==> src/hw/rtl/orle_pkg.sv <==
// ----------------------------------------------------------------------------
// Ordered record list engine package
// Request and result codes, and the command and status bundles that pass
// between the controller and the datapath.
// ----------------------------------------------------------------------------
package orle_pkg;

	localparam int LIMIT = 16;
	localparam int REM_W = 5;

	typedef enum logic [1:0] {
		REQ_APPEND = 2'd0,
		REQ_DELETE = 2'd1,
		REQ_REAR   = 2'd2,
		REQ_DUMP   = 2'd3
	} req_t;

	typedef enum logic [2:0] {
		ST_APPENDED     = 3'd0,
		ST_FULL         = 3'd1,
		ST_DELETED      = 3'd2,
		ST_NOT_FOUND    = 3'd3,
		ST_REAR_REMOVED = 3'd4,
		ST_EMPTY        = 3'd5,
		ST_DUMP         = 3'd6,
		ST_NONE_REMOVED = 3'd7
	} status_t;

	typedef enum logic [1:0] {
		RD_PTR  = 2'd0,
		RD_NEXT = 2'd1,
		RD_TAIL = 2'd2
	} rd_sel_t;

	typedef enum logic {
		WR_APPEND = 1'b0,
		WR_SHIFT  = 1'b1
	} wr_sel_t;

	typedef enum logic [1:0] {
		SRC_ZERO = 2'd0,
		SRC_RD   = 2'd1,
		SRC_HOLD = 2'd2
	} src_t;

	typedef enum logic [3:0] {
		S_IDLE,
		S_DEC,
		S_APP,
		S_SRD,
		S_SCHK,
		S_MRD,
		S_MWR,
		S_DEL,
		S_NOTF,
		S_EMPTY,
		S_NONE,
		S_RRD,
		S_REMIT,
		S_DRD,
		S_DEMIT
	} state_t;

	typedef struct packed {
		logic    req_load;
		logic    ptr_clr;
		logic    ptr_inc;
		logic    rem_load_rear;
		logic    rem_load_dump;
		logic    rem_dec;
		logic    rd_en;
		rd_sel_t rd_sel;
		logic    wr_en;
		wr_sel_t wr_sel;
		logic    count_inc;
		logic    count_dec;
		logic    hold_load;
		logic    emit;
		status_t emit_status;
		src_t    emit_src;
		logic    emit_last;
	} cmd_t;

	typedef struct packed {
		req_t req_type;
		logic count_zero;
		logic full;
		logic match;
		logic ptr_last;
		logic ptr_last2;
		logic rcount_zero;
		logic rem_one;
		logic out_free;
	} stat_t;

endpackage

==> src/hw/rtl/orle_dp.sv <==
// ----------------------------------------------------------------------------
// Ordered record list datapath
// Record memory with registered read, count and pointer registers, request
// holding registers and the result output register.
// ----------------------------------------------------------------------------
module orle_dp #(
	parameter int CAPACITY = 16
) (
	input  logic                clk,
	input  logic                arst_n,
	input  orle_pkg::cmd_t      cmd,
	output orle_pkg::stat_t     stat,
	input  logic [1:0]          req_type,
	input  logic signed [31:0]  cust_id,
	input  logic [7:0]          cust_age,
	input  logic [4:0]          remove_count,
	output logic                out_valid,
	input  logic                out_ready,
	output logic [2:0]          status,
	output logic signed [31:0]  rec_id,
	output logic [7:0]          rec_age,
	output logic                last
);
	import orle_pkg::*;

	localparam int CW = $clog2(CAPACITY + 1);
	localparam int AW = (CAPACITY > 1) ? $clog2(CAPACITY) : 1;

	logic [31:0] mem_id [CAPACITY];
	logic [7:0]  mem_age [CAPACITY];

	req_t        req_type_q;
	logic [31:0] req_id_q;
	logic [7:0]  req_age_q;
	logic [4:0]  req_cnt_q;
	logic [CW-1:0] count_q;
	logic [CW-1:0] ptr_q;
	logic [REM_W-1:0] rem_q;
	logic [31:0] rd_id_q;
	logic [7:0]  rd_age_q;
	logic [31:0] hold_id_q;
	logic [7:0]  hold_age_q;
	logic        out_valid_q;
	logic [2:0]  status_q;
	logic [31:0] rec_id_q;
	logic [7:0]  rec_age_q;
	logic        last_q;

	logic [CW:0]   ptr_p1;
	logic [CW:0]   ptr_p2;
	logic [CW-1:0] tail;
	logic [AW-1:0] rd_addr;
	logic [AW-1:0] wr_addr;
	logic [31:0]   wr_id;
	logic [7:0]    wr_age;
	logic [REM_W-1:0] cnt_lim;
	logic [REM_W-1:0] rear_n;
	logic [31:0]   emit_id;
	logic [7:0]    emit_age;

	assign ptr_p1 = {1'b0, ptr_q} + (CW + 1)'(1);
	assign ptr_p2 = {1'b0, ptr_q} + (CW + 1)'(2);
	assign tail   = count_q - CW'(1);

	always_comb begin
		unique case (cmd.rd_sel)
			RD_PTR:  rd_addr = ptr_q[AW-1:0];
			RD_NEXT: rd_addr = ptr_p1[AW-1:0];
			RD_TAIL: rd_addr = tail[AW-1:0];
			default: rd_addr = ptr_q[AW-1:0];
		endcase
	end

	always_comb begin
		unique case (cmd.wr_sel)
			WR_APPEND: begin
				wr_addr = count_q[AW-1:0];
				wr_id   = req_id_q;
				wr_age  = req_age_q;
			end
			WR_SHIFT: begin
				wr_addr = ptr_q[AW-1:0];
				wr_id   = rd_id_q;
				wr_age  = rd_age_q;
			end
			default: begin
				wr_addr = count_q[AW-1:0];
				wr_id   = req_id_q;
				wr_age  = req_age_q;
			end
		endcase
	end

	always_comb begin
		if (32'(count_q) > LIMIT) begin
			cnt_lim = REM_W'(LIMIT);
		end else begin
			cnt_lim = REM_W'(count_q);
		end
		if (req_cnt_q < cnt_lim) begin
			rear_n = req_cnt_q;
		end else begin
			rear_n = cnt_lim;
		end
	end

	always_comb begin
		unique case (cmd.emit_src)
			SRC_RD: begin
				emit_id  = rd_id_q;
				emit_age = rd_age_q;
			end
			SRC_HOLD: begin
				emit_id  = hold_id_q;
				emit_age = hold_age_q;
			end
			default: begin
				emit_id  = '0;
				emit_age = '0;
			end
		endcase
	end

	always_ff @(posedge clk) begin
		if (cmd.wr_en) begin
			mem_id[wr_addr]  <= wr_id;
			mem_age[wr_addr] <= wr_age;
		end
		if (cmd.rd_en) begin
			rd_id_q  <= mem_id[rd_addr];
			rd_age_q <= mem_age[rd_addr];
		end
	end

	always_ff @(posedge clk) begin
		if (cmd.req_load) begin
			req_type_q <= req_t'(req_type);
			req_id_q   <= cust_id;
			req_age_q  <= cust_age;
			req_cnt_q  <= remove_count;
		end
		if (cmd.hold_load) begin
			hold_id_q  <= rd_id_q;
			hold_age_q <= rd_age_q;
		end
		if (cmd.emit) begin
			status_q  <= cmd.emit_status;
			rec_id_q  <= emit_id;
			rec_age_q <= emit_age;
			last_q    <= cmd.emit_last;
		end
	end

	always_ff @(posedge clk or negedge arst_n) begin
		if (!arst_n) begin
			count_q     <= '0;
			ptr_q       <= '0;
			rem_q       <= '0;
			out_valid_q <= 1'b0;
		end else begin
			if (cmd.count_inc) begin
				count_q <= count_q + CW'(1);
			end else if (cmd.count_dec) begin
				count_q <= count_q - CW'(1);
			end
			if (cmd.ptr_clr) begin
				ptr_q <= '0;
			end else if (cmd.ptr_inc) begin
				ptr_q <= ptr_p1[CW-1:0];
			end
			if (cmd.rem_load_rear) begin
				rem_q <= rear_n;
			end else if (cmd.rem_load_dump) begin
				rem_q <= cnt_lim;
			end else if (cmd.rem_dec) begin
				rem_q <= rem_q - REM_W'(1);
			end
			if (cmd.emit) begin
				out_valid_q <= 1'b1;
			end else if (out_ready) begin
				out_valid_q <= 1'b0;
			end
		end
	end

	assign stat.req_type    = req_type_q;
	assign stat.count_zero  = (count_q == '0);
	assign stat.full        = (32'(count_q) == CAPACITY);
	assign stat.match       = (rd_id_q == req_id_q);
	assign stat.ptr_last    = (ptr_p1 == {1'b0, count_q});
	assign stat.ptr_last2   = (ptr_p2 == {1'b0, count_q});
	assign stat.rcount_zero = (req_cnt_q == '0);
	assign stat.rem_one     = (rem_q == REM_W'(1));
	assign stat.out_free    = !out_valid_q || out_ready;

	assign out_valid = out_valid_q;
	assign status    = status_q;
	assign rec_id    = rec_id_q;
	assign rec_age   = rec_age_q;
	assign last      = last_q;

endmodule

==> src/hw/rtl/orle_ctrl.sv <==
// ----------------------------------------------------------------------------
// Ordered record list controller
// Sequences each request through the datapath: search, compaction, rear
// removal and dump walk the memory one entry at a time.
// ----------------------------------------------------------------------------
module orle_ctrl (
	input  logic            clk,
	input  logic            arst_n,
	input  logic            in_valid,
	output logic            in_ready,
	input  orle_pkg::stat_t stat,
	output orle_pkg::cmd_t  cmd
);
	import orle_pkg::*;

	state_t state_q;
	state_t state_d;

	always_ff @(posedge clk or negedge arst_n) begin
		if (!arst_n) begin
			state_q <= S_IDLE;
		end else begin
			state_q <= state_d;
		end
	end

	always_comb begin
		state_d  = state_q;
		cmd      = '0;
		in_ready = 1'b0;
		unique case (state_q)
			S_IDLE: begin
				in_ready = 1'b1;
				if (in_valid) begin
					cmd.req_load = 1'b1;
					cmd.ptr_clr  = 1'b1;
					state_d      = S_DEC;
				end
			end
			S_DEC: begin
				unique case (stat.req_type)
					REQ_APPEND: state_d = S_APP;
					REQ_DELETE: state_d = stat.count_zero ? S_NOTF : S_SRD;
					REQ_REAR: begin
						if (stat.count_zero) begin
							state_d = S_EMPTY;
						end else if (stat.rcount_zero) begin
							state_d = S_NONE;
						end else begin
							cmd.rem_load_rear = 1'b1;
							state_d           = S_RRD;
						end
					end
					REQ_DUMP: begin
						if (stat.count_zero) begin
							state_d = S_EMPTY;
						end else begin
							cmd.rem_load_dump = 1'b1;
							state_d           = S_DRD;
						end
					end
					default: state_d = S_IDLE;
				endcase
			end
			S_APP: begin
				if (stat.out_free) begin
					cmd.emit      = 1'b1;
					cmd.emit_src  = SRC_ZERO;
					cmd.emit_last = 1'b1;
					if (stat.full) begin
						cmd.emit_status = ST_FULL;
					end else begin
						cmd.emit_status = ST_APPENDED;
						cmd.wr_en       = 1'b1;
						cmd.wr_sel      = WR_APPEND;
						cmd.count_inc   = 1'b1;
					end
					state_d = S_IDLE;
				end
			end
			S_SRD: begin
				cmd.rd_en  = 1'b1;
				cmd.rd_sel = RD_PTR;
				state_d    = S_SCHK;
			end
			S_SCHK: begin
				if (stat.match) begin
					cmd.hold_load = 1'b1;
					state_d       = stat.ptr_last ? S_DEL : S_MRD;
				end else begin
					cmd.ptr_inc = 1'b1;
					state_d     = stat.ptr_last ? S_NOTF : S_SRD;
				end
			end
			S_MRD: begin
				cmd.rd_en  = 1'b1;
				cmd.rd_sel = RD_NEXT;
				state_d    = S_MWR;
			end
			S_MWR: begin
				cmd.wr_en   = 1'b1;
				cmd.wr_sel  = WR_SHIFT;
				cmd.ptr_inc = 1'b1;
				state_d     = stat.ptr_last2 ? S_DEL : S_MRD;
			end
			S_DEL: begin
				if (stat.out_free) begin
					cmd.emit        = 1'b1;
					cmd.emit_status = ST_DELETED;
					cmd.emit_src    = SRC_HOLD;
					cmd.emit_last   = 1'b1;
					cmd.count_dec   = 1'b1;
					state_d         = S_IDLE;
				end
			end
			S_NOTF: begin
				if (stat.out_free) begin
					cmd.emit        = 1'b1;
					cmd.emit_status = ST_NOT_FOUND;
					cmd.emit_src    = SRC_ZERO;
					cmd.emit_last   = 1'b1;
					state_d         = S_IDLE;
				end
			end
			S_EMPTY: begin
				if (stat.out_free) begin
					cmd.emit        = 1'b1;
					cmd.emit_status = ST_EMPTY;
					cmd.emit_src    = SRC_ZERO;
					cmd.emit_last   = 1'b1;
					state_d         = S_IDLE;
				end
			end
			S_NONE: begin
				if (stat.out_free) begin
					cmd.emit        = 1'b1;
					cmd.emit_status = ST_NONE_REMOVED;
					cmd.emit_src    = SRC_ZERO;
					cmd.emit_last   = 1'b1;
					state_d         = S_IDLE;
				end
			end
			S_RRD: begin
				cmd.rd_en  = 1'b1;
				cmd.rd_sel = RD_TAIL;
				state_d    = S_REMIT;
			end
			S_REMIT: begin
				if (stat.out_free) begin
					cmd.emit        = 1'b1;
					cmd.emit_status = ST_REAR_REMOVED;
					cmd.emit_src    = SRC_RD;
					cmd.emit_last   = stat.rem_one;
					cmd.count_dec   = 1'b1;
					cmd.rem_dec     = 1'b1;
					state_d         = stat.rem_one ? S_IDLE : S_RRD;
				end
			end
			S_DRD: begin
				cmd.rd_en  = 1'b1;
				cmd.rd_sel = RD_PTR;
				state_d    = S_DEMIT;
			end
			S_DEMIT: begin
				if (stat.out_free) begin
					cmd.emit        = 1'b1;
					cmd.emit_status = ST_DUMP;
					cmd.emit_src    = SRC_RD;
					cmd.emit_last   = stat.rem_one;
					cmd.ptr_inc     = 1'b1;
					cmd.rem_dec     = 1'b1;
					state_d         = stat.rem_one ? S_IDLE : S_DRD;
				end
			end
			default: state_d = S_IDLE;
		endcase
	end

endmodule

==> src/hw/rtl/ordered_record_list_engine.sv <==
// ----------------------------------------------------------------------------
// Ordered record list engine
// Bounded insertion-ordered list of id and age records with append, delete
// by id, remove from rear and dump requests.
// ----------------------------------------------------------------------------
// The list lives in a single-port memory with a registered read, and the
// controller takes one request at a time. An append, or a rear removal or
// dump that answers empty or none removed, passes through the decode state
// and then a single result state. A delete reads entries one by one up to
// the match, then reads and writes back each later record to close the gap;
// a rear removal or dump reads and delivers one record at a time. Any result
// state waits while the output register is still full and not taken; the
// next request is accepted once the last result of the current one sits in
// the output register. The memory needs no clearing after reset.
module ordered_record_list_engine #(
	parameter int CAPACITY = 16
) (
	input  logic               clk,
	input  logic               arst_n,
	input  logic               in_valid,
	output logic               in_ready,
	input  logic [1:0]         req_type,
	input  logic signed [31:0] cust_id,
	input  logic [7:0]         cust_age,
	input  logic [4:0]         remove_count,
	output logic               out_valid,
	input  logic               out_ready,
	output logic [2:0]         status,
	output logic signed [31:0] rec_id,
	output logic [7:0]         rec_age,
	output logic               last
);
	import orle_pkg::*;

	cmd_t  cmd;
	stat_t stat;

	orle_ctrl u_ctrl (
		.clk      (clk),
		.arst_n   (arst_n),
		.in_valid (in_valid),
		.in_ready (in_ready),
		.stat     (stat),
		.cmd      (cmd)
	);

	orle_dp #(
		.CAPACITY (CAPACITY)
	) u_dp (
		.clk          (clk),
		.arst_n       (arst_n),
		.cmd          (cmd),
		.stat         (stat),
		.req_type     (req_type),
		.cust_id      (cust_id),
		.cust_age     (cust_age),
		.remove_count (remove_count),
		.out_valid    (out_valid),
		.out_ready    (out_ready),
		.status       (status),
		.rec_id       (rec_id),
		.rec_age      (rec_age),
		.last         (last)
	);

endmodule

==> config.mk <==
export PLATFORM = sky130hd
export DESIGN_NAME = ordered_record_list_engine
export DESIGN_NICKNAME = d
export VERILOG_FILES = /design/src/hw/rtl/orle_pkg.sv /design/src/hw/rtl/orle_dp.sv /design/src/hw/rtl/orle_ctrl.sv /design/src/hw/rtl/ordered_record_list_engine.sv
export SDC_FILE = /design/constraint.sdc
export NUM_CORES = 1
export LEC_CHECK = 0
export BUFFER_PORTS_ARGS = -buffer_cell sky130_fd_sc_hd__buf_4
export CAP_MARGIN = 40
export CELL_PAD_IN_SITES_DETAIL_PLACEMENT = 1
export CELL_PAD_IN_SITES_GLOBAL_PLACEMENT = 1
export CORE_MARGIN = 3
export CORE_UTILIZATION = 32
export CTS_CLUSTER_DIAMETER = 30
export DETAILED_ROUTE_END_ITERATION = 8
export GPL_TIMING_DRIVEN = 0
export PLACE_DENSITY_LB_ADDON = 0.1
export REMOVE_ABC_BUFFERS = 1
export SETUP_SLACK_MARGIN = 0.4
export SLEW_MARGIN = 0
export SYNTH_ARGS = -nofsm -noshare
export SYNTH_HDL_FRONTEND = slang
export SYNTH_SLANG_ARGS = --single-unit
==> constraint.sdc <==
create_clock -name clk -period 7.63 [get_ports clk]
set_input_delay 2.289 -clock clk [delete_from_list [all_inputs] [get_ports clk]]
set_output_delay 2.289 -clock clk [all_outputs]
set_load 0.02 [all_outputs]
==> results.sh <==
export IMPL_num_vias=20090
export IMPL_global_route_wire_length_before_repair_mm=148.6
export IMPL_drc=0
export IMPL_place_ws_ns=2.080
export IMPL_final_cell_mix="811 x sky130_fd_sc_hd__edfxtp_1, 312 x sky130_fd_sc_hd__nand2_1, 202 x sky130_fd_sc_hd__clkbuf_16"
export IMPL_cts_htree_levels=4
export IMPL_cts_root_buffer_cell="sky130_fd_sc_hd__clkbuf_16"
export IMPL_clock_fmax_mhz=197.4
export IMPL_cts_hold_buffers=0
export IMPL_multi_input_comb_area_sq_mm=0.008637
export IMPL_power_static_leakage_nw=15.71
export IMPL_power_mw=20.62
export IMPL_reported_max_cap_violation_count=0
export IMPL_mostFrequentLayoutCell="sky130_fd_sc_hd__edfxtp_1"
export IMPL_core_area_sq_mm=0.1042
export IMPL_clock_tree_buffer_depth=3
export IMPL_run_status="completed"
export IMPL_synth_top_cells_by_area="sky130_fd_sc_hd__edfxtp_1 72%, sky130_fd_sc_hd__mux2i_1 4.9%, sky130_fd_sc_hd__mux2_2 4.6%"
export IMPL_nFillCells=10190
export IMPL_rows=118
export IMPL_netlist_area_leader_share=0.7188
export IMPL_finalHoldWorstSlack_ns=0.4996
export IMPL_synthDominantAreaCellType="sky130_fd_sc_hd__edfxtp_1"
export IMPL_hold_viol_final=0
export IMPL_fraction_of_registers_with_async_set_reset=0.02407
export IMPL_synth_seq_cells=831
export IMPL_cts_tree="done"
export IMPL_min_path_cells=0
export IMPL_synth_lib_cells_used_distinct=61
export IMPL_cts_reportedPaths_clkPinSlew_ns=0.04
export IMPL_regArea_sq_mm=0.02485
export IMPL_number_of_global_route_vias_before_repair=21500
export IMPL_arrival_ns=5.56
export IMPL_final_layout_size_suffix_gt1_frac=0.2676
export IMPL_crit_path_max_fanout=23
export IMPL_antenna_found_initial=5
export IMPL_die_area_sq_mm=0.1098
export IMPL_synth_edff_count=811
export IMPL_final_setup_viol_count=0
export IMPL_power_density_mw_per_mm2=455.8
export IMPL_layout_area_overhead_vs_synth_pct=33.54
export IMPL_cts_repair_resize_count=0
export IMPL_worstHoldPathType="flip-flop to flip-flop"
export IMPL_netlist_area_sq_mm=0.03388
export IMPL_synth_seq_area_share=0.7336
export IMPL_initial_core_utilization=0.3250
export IMPL_grt_ovfl_total=0
export IMPL_sum_of_net_half_perimeters_after_detailed_placement_mm=65.05
export IMPL_critPathRequiredTime_ns=8.13
export IMPL_die_h_um=331.4
export IMPL_tightestPinTransition_ns=0.9985
export IMPL_synth_top_flop_cell="sky130_fd_sc_hd__edfxtp_1"
export IMPL_clock_skew_final_ns=0.07254
export IMPL_routabilityCongestion=0.7384
export IMPL_detail_route_vias_per_cell=5.021
export IMPL_period_share=0.6639
export IMPL_synthesis_instances=2167
export IMPL_drtAntennaViolNets=0
export IMPL_startpoint_type="flip-flop"
export IMPL_timing_critical_path_to_type="flip-flop"
export IMPL_die_x_um=331.4
export IMPL_route_detailed_wl_per_inst_um=25.68
export IMPL_finalInstanceArea_sq_mm=0.04524
export IMPL_cell_area_after_placement_sq_mm=0.03822
export IMPL_clkSinkCount=831
export IMPL_post_place_cells=3617
export IMPL_post_cts_buffers=0
export IMPL_finalWorstPathRequiredPeriod_ns=5.066
export IMPL_final_cells=4002
export IMPL_grtUsageTotal=0.1854
export IMPL_net_count_reported_at_finish=2511
export IMPL_final_max_slew_violation_count=0
export IMPL_post_synth_cell_area_avg_sq_um=15.64
export IMPL_crit_type="flip-flop to flip-flop"
export IMPL_worst_slew_margin_rel=0.3344
export IMPL_tritoncts_num_buffers=202
export IMPL_finalWirelength_mm=102.8
export IMPL_synth_yosys_warnings=0
export IMPL_numPortBuffers=96
export IMPL_worst_slack_ns=2.564
export IMPL_r2r_cells=15
export IMPL_boundaryPins=97
export IMPL_maximum_number_of_pins_on_one_net_before_global_route_repair=41
export IMPL_drt_pre_antenna_iters=5
export IMPL_vdd_drop_max_mv=0.2687
export IMPL_drt_iter0_markers=1691
export IMPL_clk_latency_ns=0.78
export IMPL_rsz0062_at_grt="no"
## path summary, 6_finish.rpt
| check | from | to | slack (ns) |
|---|---|---|---|
| setup reg to reg | u_ctrl.state_q[2] | u_dp.rd_age_q[3] | 2.56 |
| hold reg to reg | u_dp.rd_age_q[7] | u_dp.hold_age_q[7] | 0.50 |
| min in group asynchronous | arst_n | u_dp.ptr_q[3] | 1.43 |
| max in group asynchronous | arst_n | u_dp.count_q[0] | 5.92 |
| hold / removal | u_dp.rd_age_q[7] | u_dp.hold_age_q[7] | 0.50 |
| setup / recovery | u_ctrl.state_q[2] | u_dp.rd_age_q[3] | 2.56 |
## state kept, by name, indices dropped and copies added (netlist names)
| name | flops |
|---|---|
| u_dp.mem_id | 512 |
| u_dp.mem_age | 128 |
| u_dp.hold_id_q | 32 |
| u_dp.rd_id_q | 32 |
| u_dp.rec_id | 32 |
| u_dp.req_id_q | 32 |
| u_dp.hold_age_q | 8 |
| u_dp.rd_age_q | 8 |
| u_dp.rec_age | 8 |
| u_dp.req_age_q | 8 |
| u_dp.count_q | 5 |
| u_dp.ptr_q | 5 |
| u_dp.rem_q | 5 |
| u_dp.req_cnt_q | 5 |
| u_ctrl.state_q | 4 |
| u_dp.status | 3 |
| u_dp.req_type_q | 2 |
| u_dp.last | 1 |
| u_dp.out_valid | 1 |
## cell type report
cell class	count	share of cell area
clock buffers	223	0.1137
clock inverters	158	0.04121
well taps	1380	0.03816
inverters	18	0.001604
flip-flops and latches	831	0.5493
repair buffers	202	0.06499
diodes	2	0.0001106
multi-input cells	1188	0.1909
## critical path, stage by stage, from the launching register on
cell and delay [ns]:
sky130_fd_sc_hd__dfrtp_1 0.78, sky130_fd_sc_hd__nor2b_1 0.38, sky130_fd_sc_hd__nand2_1 0.13, sky130_fd_sc_hd__ha_1 0.49, sky130_fd_sc_hd__o31ai_4 0.80, sky130_fd_sc_hd__buf_8 0.25
sky130_fd_sc_hd__buf_8 0.18, sky130_fd_sc_hd__buf_16 0.17, sky130_fd_sc_hd__buf_8 0.19, sky130_fd_sc_hd__buf_8 0.20, sky130_fd_sc_hd__buf_8 0.19, sky130_fd_sc_hd__buf_8 0.19
sky130_fd_sc_hd__buf_16 0.17, sky130_fd_sc_hd__mux2_2 0.34, sky130_fd_sc_hd__o211ai_1 0.22, sky130_fd_sc_hd__nand4_1 0.11
## per-layer routing
metal,share of wire,up-vias,GRT usage
met1,0.46,10390,0.2588
met2,0.46,536,0.2884
met5,0,-,0
met3,0.048,174,0.03503
li1,-,8990,-
met4,0.027,0,0.06769
## metrics by stage
step	TNS, ns	utilization
floorplan	-520.39	-
global placement	-2270.02	0.3432
detailed placement	0	0.3667
CTS	0	0.4339
global route	0	0.4340
finish	0	0.4341
## logic make-up (layout without fill, tap and decap cells)
logic type               count (synthesis)  in the layout  share of synthesized area
AO/OA/AOI/OAI                          279            279                    0.06042
XOR/XNOR                                49             49                    0.01267
adder cells (fa/ha/maj)                 17             17                   0.006278
buffers and inverters                  148            601                    0.01835
flip-flops                             831            831                     0.7336
multiplexers                           325            325                     0.1019
other                                    0              2                          0
AND/OR/NAND/NOR                        518            518                    0.06680
## synthesized netlist by cell type (all sizes together), types with 6 or more instances
cell type / count
nand2b: 9
mux2i: 165
ha: 17
a22oi: 44
o211ai: 163
a31oi: 9
nand3: 10
xor2: 6
inv: 18
nor3: 10
nor2b: 13
dfrtp: 20
nor2: 81
a21oi: 17
nand4: 50
o21ai: 15
nand2: 313
edfxtp: 811
buf: 54
clkbuf: 76
mux2: 160
nor4: 6
xnor2: 43
## report_power, final
group / internal [mW] / total (mW) / switching (mW)
Sequential: 5.93 / 6.33 / 0.399
Clock: 5.84 / 8.61 / 2.77
Combinational: 2.39 / 5.68 / 3.29
Note: power is estimated with default switching activity, not from simulation.
